==> src/rtl/sha1bs_pkg.sv <==
// ----------------------------------------------------------------------------
// SHA-1 byte stream hash: shared types
// Request and result payloads, the chaining word bundle and the control
// bundle between the byte sequencer and the compression core.
// ----------------------------------------------------------------------------
`default_nettype none

package sha1bs_pkg;

  // Input request: one message byte plus framing
  typedef struct packed {
    logic [7:0] data_byte;
    logic       has_byte;
    logic       last;
  } sha1bs_in_t;

  // Output request: one digest byte
  typedef struct packed {
    logic [7:0] digest_byte;
    logic       digest_last;
  } sha1bs_out_t;

  // Five chaining words, index 0 is H0
  typedef logic [4:0][31:0] sha1bs_chain_t;

  // Sequencer to core controls
  typedef struct packed {
    logic       byte_en;  // shift one byte into the block window
    logic [7:0] data;     // byte to shift in
    logic       start;    // start a compression of the window
    logic       init;     // return chaining words to the initial values
  } sha1bs_ctrl_t;

  // Configuration limits
  localparam logic [4:0] DigestBytesReset = 5'd20;
  localparam logic [4:0] DigestBytesMax   = 5'd20;

endpackage

`default_nettype wire

==> src/rtl/sha1_byte_stream_hash.sv <==
// ----------------------------------------------------------------------------
// SHA-1 byte stream hash, top level
// Takes message bytes, pads the message, and emits leading digest bytes.
// ----------------------------------------------------------------------------
// Every 64th byte starts a compression that keeps the block busy through
// 80 rounds on the one round adder of the core plus one chaining add. On
// the request marked last the block feeds the padding one byte per cycle up
// to the end of the block (one or two blocks, each followed by its
// compression), then presents the digest bytes one per cycle as the output
// side takes them. Input stall stays low while a block fills; it goes high
// after the request that completes a block or ends the message, and stays
// high through the compression, the padding and the digest output. A
// digest_bytes value of zero gives one byte; values above twenty give twenty.
// ----------------------------------------------------------------------------
`default_nettype none

module sha1_byte_stream_hash (
  input  wire logic                    clk_i,
  input  wire logic                    rst_ni,
  input  wire logic                    cfg_we_i,
  input  wire logic [4:0]              cfg_wdata_i,
  input  wire logic                    in_valid_i,
  output logic                         in_stall_o,
  input  wire sha1bs_pkg::sha1bs_in_t  in_req_i,
  output logic                         out_valid_o,
  input  wire logic                    out_stall_i,
  output sha1bs_pkg::sha1bs_out_t      out_req_o
);
  import sha1bs_pkg::*;

  typedef enum logic [1:0] {
    ST_IDLE,
    ST_PAD,
    ST_HASH,
    ST_OUT
  } state_e;

  localparam logic [5:0] PosLast    = 6'd63;
  localparam logic [5:0] PosLenPrev = 6'd55;
  localparam logic [7:0] PadMarker  = 8'h80;

  state_e        state_q, state_d;
  logic [5:0]    pos_q, pos_d;
  logic [63:0]   count_q, count_d;
  logic          fin_q, fin_d;
  logic          first_q, first_d;
  logic          len_q, len_d;
  logic [4:0]    idx_q, idx_d;
  logic [4:0]    dig_q;

  sha1bs_ctrl_t  ctrl;
  sha1bs_chain_t chain;
  logic          core_done;
  logic          in_acc, out_acc;
  logic [7:0]    pad_byte;
  logic [4:0]    last_idx;
  logic [31:0]   out_word;

  sha1bs_core u_core (
    .clk_i   (clk_i),
    .rst_ni  (rst_ni),
    .ctrl_i  (ctrl),
    .done_o  (core_done),
    .chain_o (chain)
  );

  assign in_stall_o  = (state_q != ST_IDLE);
  assign in_acc      = in_valid_i && !in_stall_o;
  assign out_valid_o = (state_q == ST_OUT);
  assign out_acc     = out_valid_o && !out_stall_i;

  // Select the padding byte: marker, zero fill, then the bit length
  always_comb begin
    if (first_q) begin
      pad_byte = PadMarker;
    end else if (len_q) begin
      pad_byte = count_q[{~pos_q[2:0], 3'b000} +: 8];
    end else begin
      pad_byte = '0;
    end
  end

  // Clamp the digest length to the last byte index
  always_comb begin
    if (dig_q == '0) begin
      last_idx = '0;
    end else if (dig_q > DigestBytesMax) begin
      last_idx = DigestBytesMax - 5'd1;
    end else begin
      last_idx = dig_q - 5'd1;
    end
  end

  // Pick the digest byte, most significant byte of each word first
  always_comb begin
    unique case (idx_q[4:2])
      3'd0:    out_word = chain[0];
      3'd1:    out_word = chain[1];
      3'd2:    out_word = chain[2];
      3'd3:    out_word = chain[3];
      3'd4:    out_word = chain[4];
      default: out_word = '0;
    endcase
    out_req_o.digest_byte = out_word[{~idx_q[1:0], 3'b000} +: 8];
    out_req_o.digest_last = (idx_q == last_idx);
  end

  // Sequence bytes, padding, compressions and digest output
  always_comb begin
    state_d = state_q;
    pos_d   = pos_q;
    count_d = count_q;
    fin_d   = fin_q;
    first_d = first_q;
    len_d   = len_q;
    idx_d   = idx_q;
    ctrl    = '0;

    unique case (state_q)
      ST_IDLE: begin
        if (in_acc) begin
          fin_d   = in_req_i.last;
          first_d = in_req_i.last;
          if (in_req_i.has_byte) begin
            ctrl.byte_en = 1'b1;
            ctrl.data    = in_req_i.data_byte;
            pos_d        = pos_q + 6'd1;
            count_d      = count_q + 64'd8;
          end
          if (in_req_i.has_byte && (pos_q == PosLast)) begin
            ctrl.start = 1'b1;
            state_d    = ST_HASH;
          end else if (in_req_i.last) begin
            state_d = ST_PAD;
          end
        end
      end

      ST_PAD: begin
        ctrl.byte_en = 1'b1;
        ctrl.data    = pad_byte;
        pos_d        = pos_q + 6'd1;
        first_d      = 1'b0;
        if (pos_q == PosLenPrev) begin
          len_d = 1'b1;
        end
        if (pos_q == PosLast) begin
          ctrl.start = 1'b1;
          state_d    = ST_HASH;
        end
      end

      ST_HASH: begin
        if (core_done) begin
          if (!fin_q) begin
            state_d = ST_IDLE;
          end else if (len_q) begin
            idx_d   = '0;
            state_d = ST_OUT;
          end else begin
            state_d = ST_PAD;
          end
        end
      end

      ST_OUT: begin
        if (out_acc) begin
          if (idx_q == last_idx) begin
            ctrl.init = 1'b1;
            pos_d     = '0;
            count_d   = '0;
            fin_d     = 1'b0;
            first_d   = 1'b0;
            len_d     = 1'b0;
            state_d   = ST_IDLE;
          end else begin
            idx_d = idx_q + 5'd1;
          end
        end
      end

      default: begin
        state_d = ST_IDLE;
      end
    endcase
  end

  // Hold state and sequencer registers
  always_ff @(posedge clk_i or negedge rst_ni) begin
    if (!rst_ni) begin
      state_q <= ST_IDLE;
      pos_q   <= '0;
      count_q <= '0;
      fin_q   <= 1'b0;
      first_q <= 1'b0;
      len_q   <= 1'b0;
      idx_q   <= '0;
    end else begin
      state_q <= state_d;
      pos_q   <= pos_d;
      count_q <= count_d;
      fin_q   <= fin_d;
      first_q <= first_d;
      len_q   <= len_d;
      idx_q   <= idx_d;
    end
  end

  // Digest length register
  always_ff @(posedge clk_i or negedge rst_ni) begin
    if (!rst_ni) begin
      dig_q <= DigestBytesReset;
    end else if (cfg_we_i) begin
      dig_q <= cfg_wdata_i;
    end
  end

endmodule

`default_nettype wire

==> src/rtl/sha1bs_core.sv <==
// ----------------------------------------------------------------------------
// SHA-1 compression core
// Holds the 512-bit block window, the working words and the chaining words.
// Bytes shift into the window one at a time; a compression then runs one
// round per cycle through a single round adder, with the message schedule
// produced in place by shifting the window, and a final step adds the
// working words into the chaining words.
// ----------------------------------------------------------------------------
`default_nettype none

module sha1bs_core (
  input  wire logic                     clk_i,
  input  wire logic                     rst_ni,
  input  wire sha1bs_pkg::sha1bs_ctrl_t ctrl_i,
  output logic                          done_o,
  output sha1bs_pkg::sha1bs_chain_t     chain_o
);
  import sha1bs_pkg::*;

  localparam logic [31:0] K0 = 32'h5A827999;
  localparam logic [31:0] K1 = 32'h6ED9EBA1;
  localparam logic [31:0] K2 = 32'h8F1BBCDC;
  localparam logic [31:0] K3 = 32'hCA62C1D6;

  localparam sha1bs_chain_t ChainInit = {32'hC3D2E1F0, 32'h10325476, 32'h98BADCFE,
                                         32'hEFCDAB89, 32'h67452301};

  localparam logic [6:0] RoundFinal = 7'd80;
  localparam logic [6:0] Phase1     = 7'd20;
  localparam logic [6:0] Phase2     = 7'd40;
  localparam logic [6:0] Phase3     = 7'd60;

  // Block window, word 0 in the top bits
  logic [511:0]  win_q, win_d;
  logic [31:0]   a_q, b_q, c_q, d_q, e_q;
  logic [31:0]   a_d, b_d, c_d, d_d, e_d;
  sha1bs_chain_t h_q, h_d;
  logic          busy_q, busy_d;
  logic [6:0]    round_q, round_d;

  logic [31:0] w0, w2, w8, w13, sched, sched_x;
  logic [31:0] f, k, tmp;
  logic        round_run;

  // Pick the schedule taps and the round function
  always_comb begin
    w0      = win_q[511:480];
    w2      = win_q[447:416];
    w8      = win_q[255:224];
    w13     = win_q[95:64];
    sched_x = w13 ^ w8 ^ w2 ^ w0;
    sched   = {sched_x[30:0], sched_x[31]};

    if (round_q < Phase1) begin
      f = (b_q & c_q) | (~b_q & d_q);
      k = K0;
    end else if (round_q < Phase2) begin
      f = b_q ^ c_q ^ d_q;
      k = K1;
    end else if (round_q < Phase3) begin
      f = (b_q & c_q) | (b_q & d_q) | (c_q & d_q);
      k = K2;
    end else begin
      f = b_q ^ c_q ^ d_q;
      k = K3;
    end

    tmp = {a_q[26:0], a_q[31:27]} + f + e_q + k + w0;
  end

  assign round_run = busy_q && (round_q != RoundFinal);
  assign done_o    = busy_q && (round_q == RoundFinal);
  assign chain_o   = h_q;

  // Next state of window, working words and control
  always_comb begin
    win_d   = win_q;
    a_d     = a_q;
    b_d     = b_q;
    c_d     = c_q;
    d_d     = d_q;
    e_d     = e_q;
    h_d     = h_q;
    busy_d  = busy_q;
    round_d = round_q;

    // Shift a new byte in
    if (ctrl_i.byte_en) begin
      win_d = {win_q[503:0], ctrl_i.data};
    end

    // Load working words from the chain
    if (ctrl_i.start) begin
      a_d     = h_q[0];
      b_d     = h_q[1];
      c_d     = h_q[2];
      d_d     = h_q[3];
      e_d     = h_q[4];
      busy_d  = 1'b1;
      round_d = '0;
    end

    // Advance one round
    if (round_run) begin
      win_d   = {win_q[479:0], sched};
      a_d     = tmp;
      b_d     = a_q;
      c_d     = {b_q[1:0], b_q[31:2]};
      d_d     = c_q;
      e_d     = d_q;
      round_d = round_q + 7'd1;
    end

    // Fold the working words into the chain
    if (done_o) begin
      h_d[0] = h_q[0] + a_q;
      h_d[1] = h_q[1] + b_q;
      h_d[2] = h_q[2] + c_q;
      h_d[3] = h_q[3] + d_q;
      h_d[4] = h_q[4] + e_q;
      busy_d = 1'b0;
    end

    if (ctrl_i.init) begin
      h_d = ChainInit;
    end
  end

  // Control and chain registers
  always_ff @(posedge clk_i or negedge rst_ni) begin
    if (!rst_ni) begin
      busy_q  <= 1'b0;
      round_q <= '0;
      h_q     <= ChainInit;
    end else begin
      busy_q  <= busy_d;
      round_q <= round_d;
      h_q     <= h_d;
    end
  end

  // Datapath registers
  always_ff @(posedge clk_i) begin
    win_q <= win_d;
    a_q   <= a_d;
    b_q   <= b_d;
    c_q   <= c_d;
    d_q   <= d_d;
    e_q   <= e_d;
  end

endmodule

`default_nettype wire

==> config.mk <==
export PLATFORM = sky130hd
export DESIGN_NAME = sha1_byte_stream_hash
export DESIGN_NICKNAME = d
export VERILOG_FILES = /design/src/rtl/sha1bs_pkg.sv /design/src/rtl/sha1_byte_stream_hash.sv /design/src/rtl/sha1bs_core.sv
export SDC_FILE = /design/constraint.sdc
export NUM_CORES = 2
export LEC_CHECK = 0
export ABC_AREA = 1
export BUFFER_PORTS_ARGS = -buffer_cell sky130_fd_sc_hd__buf_2
export CAP_MARGIN = 20
export CORE_ASPECT_RATIO = 0.75
export CORE_MARGIN = 2
export CORE_UTILIZATION = 50
export DETAILED_ROUTE_END_ITERATION = 8
export PLACE_DENSITY_LB_ADDON = 0.1
export SLEW_MARGIN = 20
export SYNTH_ARGS = -nofsm -noshare
export SYNTH_HDL_FRONTEND = slang
export SYNTH_SLANG_ARGS = --single-unit
==> constraint.sdc <==
create_clock -name clk_i -period 29 [get_ports clk_i]
set_input_delay 2.9 -clock clk_i [delete_from_list [all_inputs] [get_ports clk_i]]
set_output_delay 2.9 -clock clk_i [all_outputs]
set_load 0.05 [all_outputs]
Word-level counts from Yosys, hierarchy flattened
Index checks and enable logic that the tools add are counted.
- register bits: 925
- input port bits: 20
- output and inout bits: 11
- logic and storage cells: 175
- $add $sub $neg: 14
- order comparisons: 4
- equal/unequal tests: 23
- shift-type cells: 2
- muxes and demuxes: 70
- bitwise gates (word level): 15
- reductions and logical operators: 26
- operators with widths (operator ; number):
    $mux 512 ; 2
    $mux 32 ; 15
    $mux 160 ; 2
    $add 32x32->32 ; 9
    $mux 64 ; 4
    $pmux 32 s5 ; 1
    $xor 32x32->32 ; 5
    $and 32x32->32 ; 4
    $pmux 64 s2 ; 1
    $or 32x32->32 ; 3
    $add 64x4->64 const B ; 1
    $shiftx 64x7->8 ; 1
    $mux 5 ; 7
    $not 32->32 ; 1
    $shiftx 32x6->8 ; 1
    $mux 31 ; 1
    $mux 6 ; 4
    $pmux 10 s2 ; 1
    $mux 2 ; 9
    $pmux 6 s3 ; 1
    $mux 8 ; 2
    $ne 2x2->1 const B ; 8
    $reduce_bool 2->1 ; 8
    $lt 7x6->1 const B ; 2
    36 further kinds ; 61

Logic depth before layout (Yosys ltp)
- depth after elaboration: 11
- gate-level depth with buffers: 25

Hierarchy
A second synthesis with hierarchy kept.
- cells, all modules: 7835
- area, all modules: 60416.7 µm²
- modules (own cells, without submodules) (module ; instances ; cells an instance ; area an instance (µm²) ; seq. area each (µm²)):
    sha1bs_core ; 1 ; 6600 ; 52939.5 ; 24483.5
    sha1_byte_stream_hash ; 1 ; 1235 ; 7477.2 ; 2054.5

Worst setup path after synthesis
Ideal clock, no wire load.
- path kind: input-to-reg
- start: in in_valid_i
- end: reg u_core.win_q[0] (enable)
- library setup time: 4926 ps
- arrival: 14367 ps
- path slack: 9707 ps
- cell stages on the path: 4
- path through: inv_1 > nor2_1 > nand2_1 > nand3_1
- longest elaborated chain between the ends: 4
- ends and longest elaborated chain (element ; line ; source):
    from (decl) ; sha1_byte_stream_hash.sv:22 ; input wire logic in_valid_i,
    $logic_and 1x1->1 ; sha1_byte_stream_hash.sv:68 ; assign in_acc = in_valid_i && !in_stall_o;
    $mux 10 ; sha1_byte_stream_hash.sv:121 ; if (in_acc) begin
    $pmux 10 s2 ; sha1_byte_stream_hash.sv:119 ; unique case (state_q)
    $reduce_bool 2->1 (no source line) ; -- ;
    to (signal assigned) ; sha1bs_core.sv:144 ; win_q <= win_d;
    to (decl) ; sha1bs_core.sv:34 ; logic [511:0] win_q, win_d;
No other way between the ends.
A chain may end at the register's enable or synchronous reset.

==> impl_metrics.toml <==
[synthesis]
yosys_register_bits = 922
seq_area_frac_synth_pct = 43.97
syn_inst = 7748
syn_avg_cell_area_sq_um = 7.790
synth_edf_count = 672
synth.top_cell.area_share_pct = 33.43
synthDistinctLibCells = 55
yosys.area.top_type = "edfxtp_1"
ys_async_sr_fraction_pct = 27.11
syn-num-nets = 8119
syn_area_sq_um = 60350
yosysWarnings = 0
synth_area_leaders = "edfxtp_1 33%, nand2_1 19%, dfrtp_1 7.0%"
synthFlopType = "edfxtp_1"

[final_layout]
seq_area_sq_um = 26540
synthToLayoutAreaGrowth_pct = 7.502
fin_util_pct = 54.12
multiInputGateArea_sq_um = 29670
fin_area_sq_um = 64880
final_layout_size_suffix_gt1_share_pct = 4.738
final_net_count = 8012
layout.filler_cells = 11540

[critical_path]
startpoint_type = "flop"
path_cells = "nor2_1 > nand2_1 > inv_1 > a221oi_1 > a31oi_1 > nor2_1 > nand2_1 > buf_2"
critical_path_class = "flop to output pin"
cpPeakStageDelay_ps = 660
worst_ep_required_time_ps = 26100
critPathCaptureType = "output pin"
crit_family = "simple AND/OR/NAND/NOR gates"
path_max_fanout = 17
critPathBufInv = 2
crit_arrival_ps = 3850
critPathSlowestCell = "nand2_1"

[floorplanning]
initial_core_util_pct = 50.35
die_y_um = 304.9
fp.dieW_um = 405.2
pin_count = 31
core_sq_um = 119900
num_rows = 110
dieArea_sq_um = 123500

[drt]
avgViaCountPerCell = 5.691
drt_pass1_iterations = 9
drt-total-wl_um = 218800
wl_per_cell_um = 23.40
drt_iter0_markers = 6786
ant_nets = 0
vias = 53220
drcViolationCount = 0

[sta]
setup_ws_ps = 22250
grt_setup_unrepaired = "no"
fin_crit_sh_pct = 23.29
skew_ps = 49.67
hold_viol = 0
max_freq_ghz = 0.1481
finalSetupTns_ps = 0
tightestPinTransition_ps = 1157
drv_slew = 0
relSlewSlack_pct = 22.86
finalSetupViolCount = 0
fin_crit_ps = 6754

[global_route]
use_met1_pct = 56.65
met3_usage_pct = 10.45
grt_max_degree = 248
grt_usage_pct = 35.09
grt.busiest_layer = "met1"
grtUsageMet2_pct = 44.45
grt_overflow = 0
antenna_found_initial = 9
grt_pass1_vias = 48520
grt_first_pass_wirelength_um = 321100

[pwr]
p_leak_nw = 30.59
ir_drop_uv = 112.1
power_density_nw_per_um2 = 58.37
power.total_w = 0.003787

[place]
place_area_sq_um = 61710
gp_congestion = 1.058
hpwl_um = 165700
pre_cts_ws_ps = 22000
io_buffers = 30

[cts]
post-cts-setup-buffers = 0
cts.clk_slew.worst_paths_ps = 60
insertion_delay_ps = 750
cts_tree = "built"
htreeDepth = 3
cts_buffers = 95
cts.sinks = 922
clock_path_buffers = 3
postCtsHoldBufs = 0
ctsResizeCount = 0
cts-root-buf = "clkbuf_16"

[outcome]
status = "complete, no violations"

[min_path]
min_path_type = "flop to flop"

[job]
drv_cap = 0
## worst reg2reg max path, stage by stage (launching register included)
cell	delay [ps]
dfrtp_1	430
o21ai_0	190
nand3_1	90
buf_4	240
inv_1	640
a21oi_1	330
fa_1	560
inv_1	60
fa_1	530
fa_1	420
inv_1	60
ha_1	160
inv_1	70
fa_1	410
o21ai_0	760
a21oi_1	280
or2_2	370
nand3_1	130
a21oi_1	70
o21ai_0	120
nand2_1	70
## metal layers
layer,wire (um),up-vias
li1,-,24880
met4,6103,2
met1,103700,25440
met5,13,-
met3,27280,320
met2,81670,2581
## placed cells by master (no fill, tap or decap), types with 7 or more instances in the layout
cell / instances
edfxtp_1: 672
o22ai_1: 37
xor2_1: 120
o21ai_1: 112
a21o_1: 11
buf_4: 37
nor3_1: 93
ha_1: 227
bufinv_16: 8
dfrtp_1: 168
nor2_1: 428
nand3b_1: 7
o221ai_1: 17
nand4_1: 75
nand3_1: 444
dfstp_2: 82
clkinv_2: 16
or2_0: 7
clkbuf_16: 97
a211oi_1: 9
o21bai_1: 38
xnor2_1: 135
a21oi_1: 242
nand2_1: 3128
a221oi_1: 12
buf_2: 29
inv_1: 776
o21ai_0: 364
o211ai_1: 20
or2_2: 46
fa_1: 124
clkinv_1: 16
clkbuf_1: 27
## final cells by class
| cell class | count | share of cell area (%) |
|---|---|---|
| Sequential cell | 922 | 40.90 |
| Clock inverter | 50 | 0.7984 |
| Antenna cell | 4 | 0.01543 |
| Multi-Input combinational cell | 5764 | 45.72 |
| Clock buffer | 130 | 4.025 |
| Timing Repair Buffer | 72 | 0.8408 |
| Inverter | 786 | 4.563 |
| Tap cell | 1624 | 3.132 |
## final timing paths
kind                                               startpoint                         endpoint  slack, ps  cells after the start
worst max register to register  u_core.round_q[2]$_DFFE_PN0P_         u_core.a_q[25]$_DFFE_PP_      22770                     20
max in group asynchronous                              rst_ni          count_q[18]$_DFFE_PN0P_      23840                      4
min in group asynchronous                              rst_ni  u_core.chain_o[120]$_DFFE_PN0P_       2150                      1
worst min register to register  u_core.chain_o[8]$_DFFE_PN1P_    u_core.chain_o[8]$_DFFE_PN1P_        500                      2
worst max-delay path                     idx_q[2]$_DFFE_PN0P_                     out_req_o[6]      22250                      8
worst min-delay path            u_core.chain_o[8]$_DFFE_PN1P_    u_core.chain_o[8]$_DFFE_PN1P_        500                      2
## Yosys cell counts, drive strengths merged, types with 3 or more instances
cell     count
a211oi       9
a21boi       3
a21o        11
a21oi      242
a221oi      12
a22o         4
a22oi        5
a31oi        5
and2         4
and3         5
buf        139
clkbuf     137
clkinv       4
dfrtp      168
dfstp       82
edfxtp     672
fa         124
ha         227
inv        782
nand2     3134
nand3      448
nand3b       7
nand4       75
nor2       435
nor3        95
nor4         6
o2111ai      3
o211ai      20
o21a         6
o21ai      476
o21bai      38
o221ai      17
o22ai       37
or2         53
xnor2      135
xor2       120
## report_power, final
group          total [W]  internal (W)  switching, W
logic           0.000848      0.000264      0.000584
clock network    0.00128      0.000706      0.000570
registers        0.00166       0.00150      0.000167
## state kept, by name (all words and copies together) (netlist names), 2 cells and up
name and flops:
u_core.e_q 32, u_core.c_q 32, u_core.a_q 32, state_q 2, u_core.chain_o 160, u_core.d_q 32
pos_q 6, u_core.b_q 32, u_core.round_q 7, idx_q 5, count_q 61, dig_q 5
u_core.win_q 512
## logic make-up after synthesis
logic type,synth area share (%)
buffers and inverters,6.963
AO/OA/AOI/OAI,8.133
flip-flops,43.97
XOR/XNOR,3.700
AND/OR/NAND/NOR,28.41
adder cells (fa/ha/maj),8.819
## metrics by stage
stage	hold WS, ps	std cells
after detailed placement	490.3	9167
after global placement	486.8	9167
final	501.1	9352
after floorplan	457.9	7748
after CTS	499.0	9347
after global routing	526.2	9348
Note: power is estimated with default switching activity, not from simulation.
